--- src/sv/dss_pkg.sv ---
// Shared constants, codes, state type and control structs of the delay-and-sum stacker.
package dss_pkg;

	localparam int MAX_CHANNELS_DEF = 64;
	localparam int MAX_SAMPLES_DEF  = 1024;
	localparam int SAMPLE_BITS_DEF  = 16;

	localparam int IN_DATA_W  = 80;
	localparam int OUT_DATA_W = 24;
	localparam int VALUE_W    = 23;
	localparam int CFG_W      = 32;
	localparam int SUM_MAX    = 4194303;
	localparam int SUM_MIN    = -4194304;

	localparam logic [1:0] OP_LOAD_SAMPLE  = 2'd0;
	localparam logic [1:0] OP_LOAD_ARRIVAL = 2'd1;
	localparam logic [1:0] OP_STACK        = 2'd2;
	localparam logic [1:0] OP_QUERY        = 2'd3;

	localparam logic [1:0] CFG_START_TIME    = 2'd0;
	localparam logic [1:0] CFG_SAMPLE_PERIOD = 2'd1;
	localparam logic [1:0] CFG_CHANNELS_USED = 2'd2;
	localparam logic [1:0] CFG_SAMPLES_USED  = 2'd3;

	localparam logic KIND_STACK = 1'b0;
	localparam logic KIND_QUERY = 1'b1;

	typedef enum logic [3:0] {
		ST_IDLE,
		ST_QWAIT,
		ST_QOUT,
		ST_TOF0W,
		ST_TOF0,
		ST_RDIV,
		ST_CHRD,
		ST_CHST,
		ST_CHDIV,
		ST_ACC,
		ST_ADRAIN,
		ST_FIN,
		ST_FDRAIN,
		ST_SOUT
	} state_t;

	typedef struct packed {
		logic wr_amp;
		logic wr_arr;
		logic q_start;
		logic q_out;
		logic st_start;
		logic tof0;
		logic ref_done;
		logic ch_div;
		logic d_latch;
		logic acc_step;
		logic ch_next;
		logic fin_step;
		logic s_out;
	} cmd_t;

	typedef struct packed {
		logic out_free;
		logic div_done;
		logic div_busy;
		logic j_last_acc;
		logic j_last_fin;
		logic ch_last;
		logic skip_acc;
	} sts_t;

endpackage

--- src/sv/dss_ctrl.sv ---
// Controller state machine sequencing loads, queries and the stack pass.
module dss_ctrl (
	input  logic          clk,
	input  logic          arst_n,
	input  logic          s_tvalid,
	input  logic [1:0]    op,
	input  dss_pkg::sts_t sts,
	output logic          s_tready,
	output dss_pkg::cmd_t cmd
);

	dss_pkg::state_t state_q;
	dss_pkg::state_t state_d;

	always_ff @(posedge clk or negedge arst_n) begin
		if (!arst_n) begin
			state_q <= dss_pkg::ST_IDLE;
		end else begin
			state_q <= state_d;
		end
	end

	always_comb begin
		state_d = state_q;
		case (state_q)
			dss_pkg::ST_IDLE: begin
				if (s_tvalid && op == dss_pkg::OP_QUERY) begin
					state_d = dss_pkg::ST_QWAIT;
				end else if (s_tvalid && op == dss_pkg::OP_STACK) begin
					state_d = dss_pkg::ST_TOF0W;
				end
			end
			dss_pkg::ST_QWAIT: state_d = dss_pkg::ST_QOUT;
			dss_pkg::ST_QOUT: begin
				if (sts.out_free) begin
					state_d = dss_pkg::ST_IDLE;
				end
			end
			dss_pkg::ST_TOF0W: state_d = dss_pkg::ST_TOF0;
			dss_pkg::ST_TOF0:  state_d = dss_pkg::ST_RDIV;
			dss_pkg::ST_RDIV: begin
				if (sts.div_done) begin
					state_d = sts.skip_acc ? dss_pkg::ST_FIN : dss_pkg::ST_CHRD;
				end
			end
			dss_pkg::ST_CHRD: state_d = dss_pkg::ST_CHST;
			dss_pkg::ST_CHST: state_d = dss_pkg::ST_CHDIV;
			dss_pkg::ST_CHDIV: begin
				if (sts.div_done) begin
					state_d = dss_pkg::ST_ACC;
				end
			end
			dss_pkg::ST_ACC: begin
				if (sts.j_last_acc) begin
					state_d = dss_pkg::ST_ADRAIN;
				end
			end
			dss_pkg::ST_ADRAIN: state_d = sts.ch_last ? dss_pkg::ST_FIN : dss_pkg::ST_CHRD;
			dss_pkg::ST_FIN: begin
				if (sts.j_last_fin) begin
					state_d = dss_pkg::ST_FDRAIN;
				end
			end
			dss_pkg::ST_FDRAIN: state_d = dss_pkg::ST_SOUT;
			dss_pkg::ST_SOUT: begin
				if (sts.out_free) begin
					state_d = dss_pkg::ST_IDLE;
				end
			end
			default: state_d = dss_pkg::ST_IDLE;
		endcase
	end

	always_comb begin
		cmd      = '0;
		s_tready = 1'b0;
		case (state_q)
			dss_pkg::ST_IDLE: begin
				s_tready     = 1'b1;
				cmd.wr_amp   = s_tvalid && op == dss_pkg::OP_LOAD_SAMPLE;
				cmd.wr_arr   = s_tvalid && op == dss_pkg::OP_LOAD_ARRIVAL;
				cmd.st_start = s_tvalid && op == dss_pkg::OP_STACK;
				cmd.q_start  = s_tvalid && op == dss_pkg::OP_QUERY;
			end
			dss_pkg::ST_QOUT:   cmd.q_out = sts.out_free;
			dss_pkg::ST_TOF0:   cmd.tof0 = 1'b1;
			dss_pkg::ST_RDIV:   cmd.ref_done = sts.div_done;
			dss_pkg::ST_CHST:   cmd.ch_div = 1'b1;
			dss_pkg::ST_CHDIV:  cmd.d_latch = sts.div_done;
			dss_pkg::ST_ACC:    cmd.acc_step = 1'b1;
			dss_pkg::ST_ADRAIN: cmd.ch_next = 1'b1;
			dss_pkg::ST_FIN:    cmd.fin_step = 1'b1;
			dss_pkg::ST_SOUT:   cmd.s_out = sts.out_free;
			default: ;
		endcase
	end

	a_busy_no_accept: assert property (@(posedge clk) disable iff (!arst_n)
		(state_q != dss_pkg::ST_IDLE) |-> !s_tready)
		else $error("item accepted during a running command");
	a_one_step: assert property (@(posedge clk) disable iff (!arst_n)
		!(cmd.acc_step && cmd.fin_step))
		else $error("accumulate and final pass overlap");
	a_div_wait: assert property (@(posedge clk) disable iff (!arst_n)
		$rose(cmd.d_latch) |-> $past(state_q) == dss_pkg::ST_CHDIV || $past(state_q) == dss_pkg::ST_CHST)
		else $error("delay latched outside divide wait");

endmodule

--- config.mk ---
export PLATFORM = sky130hd
export DESIGN_NAME = dss_ctrl
export DESIGN_NICKNAME = d
export VERILOG_FILES = /design/src/sv/dss_pkg.sv /design/src/sv/dss_ctrl.sv
export SDC_FILE = /design/constraint.sdc
export NUM_CORES = 1
export LEC_CHECK = 0
export BUFFER_PORTS_ARGS = -buffer_cell sky130_fd_sc_hd__buf_2
export CAP_MARGIN = 20
export CORE_AREA = 2 2 39 41
export DETAILED_ROUTE_END_ITERATION = 7
export DIE_AREA = 0 0 41 43
export HOLD_SLACK_MARGIN = 0.02
export PLACE_DENSITY = 0.75
export SLEW_MARGIN = 5
export SYNTH_ARGS = -nofsm -noshare
export SYNTH_HDL_FRONTEND = slang
export SYNTH_SLANG_ARGS = --single-unit
--- constraint.sdc ---
create_clock -name clk -period 6.23 [get_ports clk]
set_clock_uncertainty 0.2 [all_clocks]
set_input_delay 0.623 -clock clk [delete_from_list [all_inputs] [get_ports clk]]
set_output_delay 0.623 -clock clk [all_outputs]
set_load 0.02 [all_outputs]
==> flow_metrics.env, run 1 <==
export IMPL_initialDrtViolationCount=9
export IMPL_fin_tns_setup_ps=0
export IMPL_antenna_found_initial=0
export IMPL_antenna_cells=0
export IMPL_cts_htree_levels=1
export IMPL_start_util_pct=38.9
export IMPL_cts_repair_resized=0
export IMPL_maxCapViolCount=0
export IMPL_holdCritPathClass="input port to async pin"
export IMPL_p_leak_nw=0.322
export IMPL_syn_area_per_cell_um2=7.47
export IMPL_num_rows=14
export IMPL_path_max_fanout=20
export IMPL_seq_area_um2=100
export IMPL_chipWidth_um=41
export IMPL_pre_cts_ws_ps=3840
export IMPL_synthTopCellsByCount="7 x nand2_1, 7 x nor2_1"
export IMPL_fin_hold_ws_ps=527
export IMPL_ys_types=38
export IMPL_first_pass_iters=4
export IMPL_cts_made_buffers=3
export IMPL_grt_usage_pct=16.7
export IMPL_cp_start_kind="flip-flop"
export IMPL_nets=108
export IMPL_grt_pass1_vias=510
export IMPL_wl_per_cell_um=11.5
export IMPL_cts_setup_buffers=0
export IMPL_synth_edf_count=0
export IMPL_min_period_ps=2630
export IMPL_end_kind="output port"
export IMPL_dp_cells=106
export IMPL_drtAntennaViolNets=0
export IMPL_dp_hpwl_um=934
export IMPL_regMostFlops="state_q"
export IMPL_syn2layout_area_growth_pct=22.8
export IMPL_grt_max_degree=21
export IMPL_viasPerCell=5.57
export IMPL_wl_um=1260
export IMPL_post_route_drc_count=0
export IMPL_ir_drop_uv=257
export IMPL_grt_setup_unrepaired="no"
export IMPL_io_pins=26
export IMPL_dieHeight_um=43
export IMPL_relSlewSlack_pct=61.9
export IMPL_place_gp_congestion=0.758
export IMPL_largestRegisters="state_q x4"
export IMPL_power_uw=309
export IMPL_ys_seq_area_share_pct=18.6
export IMPL_final_setup_viol_count=0
export IMPL_max_freq_ghz=0.380
export IMPL_arrival_ps=1810
export IMPL_final_hold_viol_count=0
export IMPL_outcome="finished clean"
export IMPL_syn_area_um2=538
export IMPL_clkTransAtPathRegs_ps=40
export IMPL_vias=613
export IMPL_clkSinkCount=4
export IMPL_hold_buffers=1
export IMPL_yosysTopAreaCell="dfrtp_1"
export IMPL_drv_slew=0
export IMPL_drive_above_1_share_pct=33.0
export IMPL_cts_tree="built"
export IMPL_async_flop_share_pct=100
export IMPL_grt_overflow=0
export IMPL_worstMarginPinSlew_ps=572
export IMPL_layout_setup_ws_ps=3600
export IMPL_synth_warnings=0
export IMPL_synthTopCellsByArea="dfrtp_1 19%, buf_6 6.3%, nand2_1 4.9%"
export IMPL_synth_flop_cell="dfrtp_1"
export IMPL_synth_seq_cells=4
export IMPL_clock_path_buffers=2
export IMPL_synthCells=72
export IMPL_cp_required_ps=5410
export IMPL_clk_latency_ps=230
export IMPL_p_per_area_mw_per_mm2=468
export IMPL_critPathKind="flip-flop to output port"
export IMPL_largest_register_ffs=4
export IMPL_root_buffer="clkbuf_4"
export IMPL_core_area_mm2=0.00138
export IMPL_nFillCells=154
export IMPL_yosys_area_top_type_share_pct=18.6
export IMPL_grt_pass1_wl_um=2040
export IMPL_stdcell_count=110
export IMPL_fp_dieArea_mm2=0.00176
export IMPL_multi_input_area_um2=380
export IMPL_syn_nets=84
export IMPL_io_buffers=24
export IMPL_period_share_pct=42.2
## final cells by class
type                            instances  share of cell area (%)
Multi-Input combinational cell         60                    57.6
Timing Repair Buffer                   25                    19.7
Sequential cell                         4                    15.2
Tap cell                               16                    3.03
Inverter                                2                    1.14
Clock buffer                            3                    3.41
## where the power goes
part	total, mW	leakage [nW]	internal, mW	switching, mW
sequential	0.0954	0.0500	0.0396	0.0557
combinational	0.183	0.258	0.0863	0.0968
clock	0.0309	0.0138	0.0215	0.00944
total	0.309	0.322	0.147	0.162
## per-layer routing
metal / part of all wire, % / wire length, µm / GRT usage [%] / up-vias
met5: 0 / 0 / 0 / -
met4: 0 / 0 / 6.00 / 0
met3: 7.0 / 88 / 6.28 / 0
met2: 48 / 606 / 24.7 / 24
met1: 45 / 566 / 21.5 / 279
li1: - / - / - / 310
## worst paths after layout
path / slack [ps] / from / endpoint / cells past startpoint
worst max-delay path: 3600 / state_q[0]$_DFFE_PN0P_ / cmd[11] / 4
worst min register to register: 570 / state_q[2]$_DFFE_PN0P_ / state_q[2]$_DFFE_PN0P_ / 1
worst min-delay path: 530 / arst_n / state_q[2]$_DFFE_PN0P_ / 2
worst max register to register: 3890 / state_q[0]$_DFFE_PN0P_ / state_q[0]$_DFFE_PN0P_ / 5
max in group asynchronous: 5190 / arst_n / state_q[0]$_DFFE_PN0P_ / 2
min in group clk: 570 / state_q[2]$_DFFE_PN0P_ / state_q[2]$_DFFE_PN0P_ / 1
## cells by family after synthesis
group,after synthesis,synth area share (%)
and+or+nand+nor,41,46.0
buffers and inverters,8,10.7
muxes,1,1.86
AOI/OAI and AO/OA,18,22.8
DFF,4,18.6
## through the flow
step	utilization (%)	area, µm²
floorplan	-	538
global route	47.7	661
global placement	45.4	628
finish	47.7	661
CTS	47.7	661
detailed placement	45.4	628
## cells in the final DEF (no fill, tap or decap), types with 2 or more instances in the layout
cell type / instances
and2_1: 2
buf_2: 24
dfrtp_1: 4
nor2b_1: 4
clkbuf_4: 3
nand3_1: 4
a21oi_1: 4
nand2_1: 7
nor3b_1: 2
o21ai_0: 4
nor2_1: 7
inv_1: 2
nor3_1: 3
## worst max-delay path, stage by stage, from the launching register on
cell and delay [ps]:
dfrtp_1 580, nor4_2 440, nand2_1 150, nor3b_1 220, buf_2 190
Power figures use the tool's default switching activity.
==> run 2: changes to the inputs <==
- CORE_AREA: 2 2 39 41 -> not set
- CORE_MARGIN: not set -> 1.5
- CORE_UTILIZATION: not set -> 40
- DIE_AREA: 0 0 41 43 -> not set
- PLACE_DENSITY: 0.75 -> 0.78
- clock period: 6.23 -> 2.3 ns (I/O delays scaled with it)
==> run 2 against run 1 <==
Compared with the run above:
- non-clock buffer count rose by 6
- die area fell by 11%
- setup slack got worse by 3500 ps
- final cell count rose by 4.5%
- flip-flop and latch count did not move
- combinational power rose to 3.6 times the previous value
- count of clock-buffer cells in the layout did not move
- design area rose by 8.1%
- wire length rose by 10%
- global-route usage rose by 4.2 points
- register-to-register slack got worse by 3800 ps
- largest power group unchanged
==> flow_metrics.env, run 2 (synthesized netlist as in run 1, its figures left out) <==
export IMPL_antenna_found_initial=0
export IMPL_chipWidth_um=39.7
export IMPL_grt_overflow=0
export IMPL_grt_setup_unrepaired="no"
export IMPL_antenna_cells=0
export IMPL_fp_dieArea_mm2=0.00157
export IMPL_clkSinkCount=4
export IMPL_syn2layout_area_growth_pct=32.8
export IMPL_root_buffer="clkbuf_4"
export IMPL_final_cell_mix="24 x buf_2, 7 x nand2_1, 7 x nor2_1"
export IMPL_final_setup_viol_count=0
export IMPL_grt_pass1_vias=545
export IMPL_largestRegisters="state_q x4"
export IMPL_post_route_drc_count=0
export IMPL_pre_cts_ws_ps=127
export IMPL_end_kind="flip-flop"
export IMPL_num_rows=13
export IMPL_dp_hpwl_um=1090
export IMPL_cts_tree="built"
export IMPL_holdCritPathClass="input port to async pin"
export IMPL_maxCapViolCount=0
export IMPL_fin_tns_setup_ps=0
export IMPL_clkPwrFrac_pct=9.3
export IMPL_worstMarginPinSlew_ps=402
export IMPL_power_switching_uw=484
export IMPL_drtAntennaViolNets=0
export IMPL_period_share_pct=94.6
export IMPL_final_common_cell="buf_2"
export IMPL_regMostFlops="state_q"
export IMPL_ir_drop_uv=754
export IMPL_reg2reg_setup_slack_ps=130
export IMPL_drive_above_1_share_pct=38.0
export IMPL_min_period_ps=2170
export IMPL_layout_setup_ws_ps=125
export IMPL_cp_start_kind="flip-flop"
export IMPL_r2r_end="state_q[0]$_DFFE_PN0P_"
export IMPL_clk_latency_ps=240
export IMPL_path_max_fanout=12
export IMPL_wl_um=1390
export IMPL_final_hold_viol_count=0
export IMPL_vias=646
export IMPL_first_pass_iters=4
export IMPL_arrival_ps=2090
export IMPL_r2r_start="state_q[1]$_DFFE_PN0P_"
export IMPL_largest_register_ffs=4
export IMPL_place_gp_congestion=0.873
export IMPL_top_layer_used="met4"
export IMPL_viasPerCell=5.62
export IMPL_cts_setup_buffers=0
export IMPL_relSlewSlack_pct=73.2
export IMPL_power_internal_uw=475
export IMPL_cts_htree_levels=1
export IMPL_stdcell_count=115
export IMPL_combPwrFrac_pct=68.8
export IMPL_cts_made_buffers=3
export IMPL_reg2reg_depth=5
export IMPL_drv_slew=0
export IMPL_met1_length_um=559
export IMPL_start_util_pct=42.4
export IMPL_initialDrtViolationCount=8
export IMPL_clkTransAtPathRegs_ps=40
export IMPL_io_buffers=24
export IMPL_io_pins=26
export IMPL_p_per_area_mw_per_mm2=1340
export IMPL_fin_hold_ws_ps=121
export IMPL_seqPwrFrac_pct=21.9
export IMPL_dp_cells=111
export IMPL_met3_length_um=64
export IMPL_grt_pass1_wl_um=2170
export IMPL_cp_required_ps=2220
export IMPL_met2WireLength_um=745
export IMPL_switching_share_pct=50.5
export IMPL_critPathKind="flip-flop to flip-flop"
export IMPL_p_leak_nw=0.352
export IMPL_wl_per_cell_um=12.1
export IMPL_core_area_mm2=0.00127
export IMPL_dieHeight_um=39.7
export IMPL_max_freq_ghz=0.460
export IMPL_grt_usage_pct=20.9
export IMPL_clock_path_buffers=2
export IMPL_grt_max_degree=14
export IMPL_outcome="finished clean"
export IMPL_nets=114
run 2: changes by cell type in the layout (fill, tap and decap cells not counted):
| cell | previous run | this run |
|---|---|---|
| dfrtp_1 | 4 | 3 |
| buf_4 | 0 | 6 |
| nor4_2 | 1 | 0 |
| nor4_4 | 0 | 1 |
| dfrtp_2 | 0 | 1 |
run 2: worst max path at each step:
stage                              to              startpoint  slack (ps)
3_5_place_dp   state_q[0]$_DFFE_PN0P_  state_q[3]$_DFFE_PN0P_         130
6_report       state_q[0]$_DFFE_PN0P_  state_q[1]$_DFFE_PN0P_         130
5_1_grt        state_q[0]$_DFFE_PN0P_  state_q[1]$_DFFE_PN0P_          30
4_1_cts                       cmd[11]  state_q[3]$_DFFE_PN0P_          20
2_1_floorplan                 cmd[11]  state_q[0]$_DFFE_PN0P_          30
3_3_place_gp   state_q[0]$_DFFE_PN0P_  state_q[3]$_DFFE_PN0P_         180
run 2: power by group through the flow:
stage | Sequential (mW) | Combinational, mW | Clock [mW]
6_report | 0.210 | 0.660 | 0.0888
5_1_grt | 0.223 | 0.729 | 0.0981
4_1_cts | 0.197 | 0.650 | 0.0925
3_5_place_dp | 0.198 | 0.646 | 0
3_3_place_gp | 0.195 | 0.623 | 0
2_1_floorplan | 0.136 | 0.559 | 0
run 2: repair_timing:
item	4_1_cts	5_1_grt
hold buffers	1	0
setup endpoints to repair	0	4
endpoints found under the hold margin	4	0
resized for setup	0	2
run 2: stage by stage:
stage	utilization [%]	area (µm²)	power, mW
2_1_floorplan	-	538	0.695
3_3_place_gp	53.0	672	0.819
3_5_place_dp	53.0	672	0.844
4_1_cts	55.5	704	0.939
5_1_grt	56.3	714	1.05
6_report	56.3	714	0.959
run 2: layout make-up:
cell class              instances  area (µm²)
clock buffers                   3        22.5
multi-input cells              60         389
repair buffers                 31         175
fillers                       125         554
flip-flops and latches          4         101
well taps                      15        18.8
inverters                       2        7.51
run 2: layer usage:
metal  track usage (%)  vias to the layer above
li1                  -                      320
met1              24.1                      301
met2              32.8                       21
met3              6.25                        4
met4              13.8                        0
met5                 0                        -
run 2: critical path, stage by stage, from the launching register on:
cell and delay [ps]:
dfrtp_1 580, or4b_1 500, a21oi_1 250, or4_4 210
a211oi_2 50, a211o_1 270
==> run 3: changes to the inputs <==
- CAP_MARGIN: 20 -> not set
- SETUP_SLACK_MARGIN: not set -> 0.15
==> run 3 against run 2 <==
Compared with the run above:
- utilization decreased by 0.99 points
- fmax grew 6.3%
- final cell count fell by 1.7%
- non-clock buffer count decreased by 2
- global-route usage down 2.4 points
- clock power increased by 0.5%
- flip-flop and latch count unchanged
- largest cell class unchanged
- total power decreased by 3.2%
- combinational power barely moved
- sequential share of layout area increased by 0.075 points
==> flow_metrics.env, run 3 (synthesized netlist as in run 1, its figures left out) <==
export IMPL_drtAntennaViolNets=0
export IMPL_grt_overflow=0
export IMPL_clock_path_buffers=2
export IMPL_cts_tree="built"
export IMPL_power_internal_uw=455
export IMPL_end_kind="flip-flop"
export IMPL_largest_register_ffs=4
export IMPL_max_freq_ghz=0.489
export IMPL_p_per_area_mw_per_mm2=1320
export IMPL_place_gp_congestion=0.815
export IMPL_clkSinkCount=4
export IMPL_dp_hpwl_um=1020
export IMPL_p_leak_nw=0.343
export IMPL_vias=621
export IMPL_initialDrtViolationCount=21
export IMPL_io_pins=26
export IMPL_dieHeight_um=39.7
export IMPL_final_hold_viol_count=0
export IMPL_power_uw=929
export IMPL_use_met3_pct=1.14
export IMPL_drv_slew=0
export IMPL_nFillCells=127
export IMPL_r2r_start="state_q[3]$_DFFE_PN0P_"
export IMPL_final_common_cell="buf_2"
export IMPL_root_buffer="clkbuf_4"
export IMPL_power_switching_uw=474
export IMPL_first_pass_iters=4
export IMPL_ir_drop_uv=580
export IMPL_maxCapViolCount=0
export IMPL_drive_above_1_share_pct=36.7
export IMPL_antenna_cells=0
export IMPL_cp_start_kind="flip-flop"
export IMPL_reg2reg_depth=4
export IMPL_worstMarginPinSlew_ps=302
export IMPL_min_period_ps=2050
export IMPL_cts_htree_levels=1
export IMPL_use_met2_pct=33.6
export IMPL_nets=112
export IMPL_use_met1_pct=20.1
export IMPL_antenna_found_initial=0
export IMPL_reg2reg_setup_slack_ps=250
export IMPL_grt_pass1_wl_um=1930
export IMPL_arrival_ps=1970
export IMPL_post_route_drc_count=0
export IMPL_clkTransAtPathRegs_ps=40
export IMPL_grt_busiest_layer="met2"
export IMPL_fin_tns_setup_ps=0
export IMPL_switching_share_pct=51.1
export IMPL_regMostFlops="state_q"
export IMPL_grt_setup_unrepaired="no"
export IMPL_start_util_pct=42.4
export IMPL_clk_latency_ps=240
export IMPL_path_max_fanout=7
export IMPL_viasPerCell=5.50
export IMPL_num_rows=13
export IMPL_grt_max_degree=17
export IMPL_critPathKind="flip-flop to flip-flop"
export IMPL_relSlewSlack_pct=79.8
export IMPL_cp_required_ps=2220
export IMPL_fp_dieArea_mm2=0.00157
export IMPL_core_area_mm2=0.00127
export IMPL_holdCritPathClass="input port to async pin"
export IMPL_r2r_end="state_q[0]$_DFFE_PN0P_"
export IMPL_seqPwrFrac_pct=19.4
export IMPL_syn2layout_area_growth_pct=30.5
export IMPL_outcome="finished clean"
export IMPL_combPwrFrac_pct=71.0
export IMPL_final_cell_mix="24 x buf_2, 7 x nand2_1, 7 x nor2_1"
export IMPL_period_share_pct=88.9
export IMPL_wl_per_cell_um=11.5
export IMPL_wl_um=1310
export IMPL_grt_pass1_vias=512
export IMPL_largestRegisters="state_q x4"
export IMPL_io_buffers=24
export IMPL_cts_made_buffers=3
export IMPL_cts_setup_buffers=0
export IMPL_grt_usage_pct=18.5
export IMPL_clkPwrFrac_pct=9.6
export IMPL_chipWidth_um=39.7
export IMPL_final_setup_viol_count=0
[run 3: cell type report]
type	instances	area [µm²]	area share, %
well taps	15	18.8	2.67
multi-input cells	60	393	56.0
repair buffers	29	160	22.8
flip-flops and latches	4	100	14.3
clock buffers	3	22.5	3.21
inverters	2	7.51	1.07
[run 3: worst max-delay path by stage]
stage / cells after the start / slack, ps / start / end
floorplan: 4 / 210 / state_q[0]$_DFFE_PN0P_ / cmd[11]
global placement: 5 / 220 / state_q[3]$_DFFE_PN0P_ / state_q[0]$_DFFE_PN0P_
detailed placement: 5 / 220 / state_q[3]$_DFFE_PN0P_ / state_q[0]$_DFFE_PN0P_
CTS: 5 / 220 / state_q[3]$_DFFE_PN0P_ / state_q[0]$_DFFE_PN0P_
global route: 5 / 160 / state_q[3]$_DFFE_PN0P_ / state_q[0]$_DFFE_PN0P_
finish: 4 / 250 / state_q[3]$_DFFE_PN0P_ / state_q[0]$_DFFE_PN0P_
[run 3: per-stage QoR]
stage / instance area, µm² / utilization (%) / hold WS [ps] / setup slack (ps) / cells
after CTS: 698 / 55.0 / 122 / 216 / 113
after global routing: 702 / 55.3 / 140 / 162 / 113
final: 702 / 55.3 / 130 / 254 / 113
after floorplan: 547 / - / -266 / 212 / 72
after global placement: 666 / 52.5 / -168 / 218 / 109
after detailed placement: 666 / 52.5 / -161 / 223 / 109
[run 3: layer usage]
metal	vias to the layer above	part of all wire (%)
li1	321	-
met2	17	51
met3	2	4.0
met5	-	0
met1	281	44
met4	0	1.5
[run 3: critical path: stages (launching register included)]
cell and delay, ps:
dfrtp_1 450, nor2b_1 210, and3_4 190, or4_4 570, a211o_1 300
[run 3: timing repair]
item,CTS,global route
hold endpoints to repair,4,0
resized for setup,0,1
hold buffers,1,0
endpoints found under the setup margin,0,1
[run 3: power groups by stage]
stage | Clock, mW | Combinational, mW | Sequential (mW)
3_3_place_gp | 0 | 0.641 | 0.176
2_1_floorplan | 0 | 0.573 | 0.142
3_5_place_dp | 0 | 0.651 | 0.181
5_1_grt | 0.0941 | 0.728 | 0.189
6_report | 0.0892 | 0.660 | 0.180
4_1_cts | 0.0902 | 0.655 | 0.180
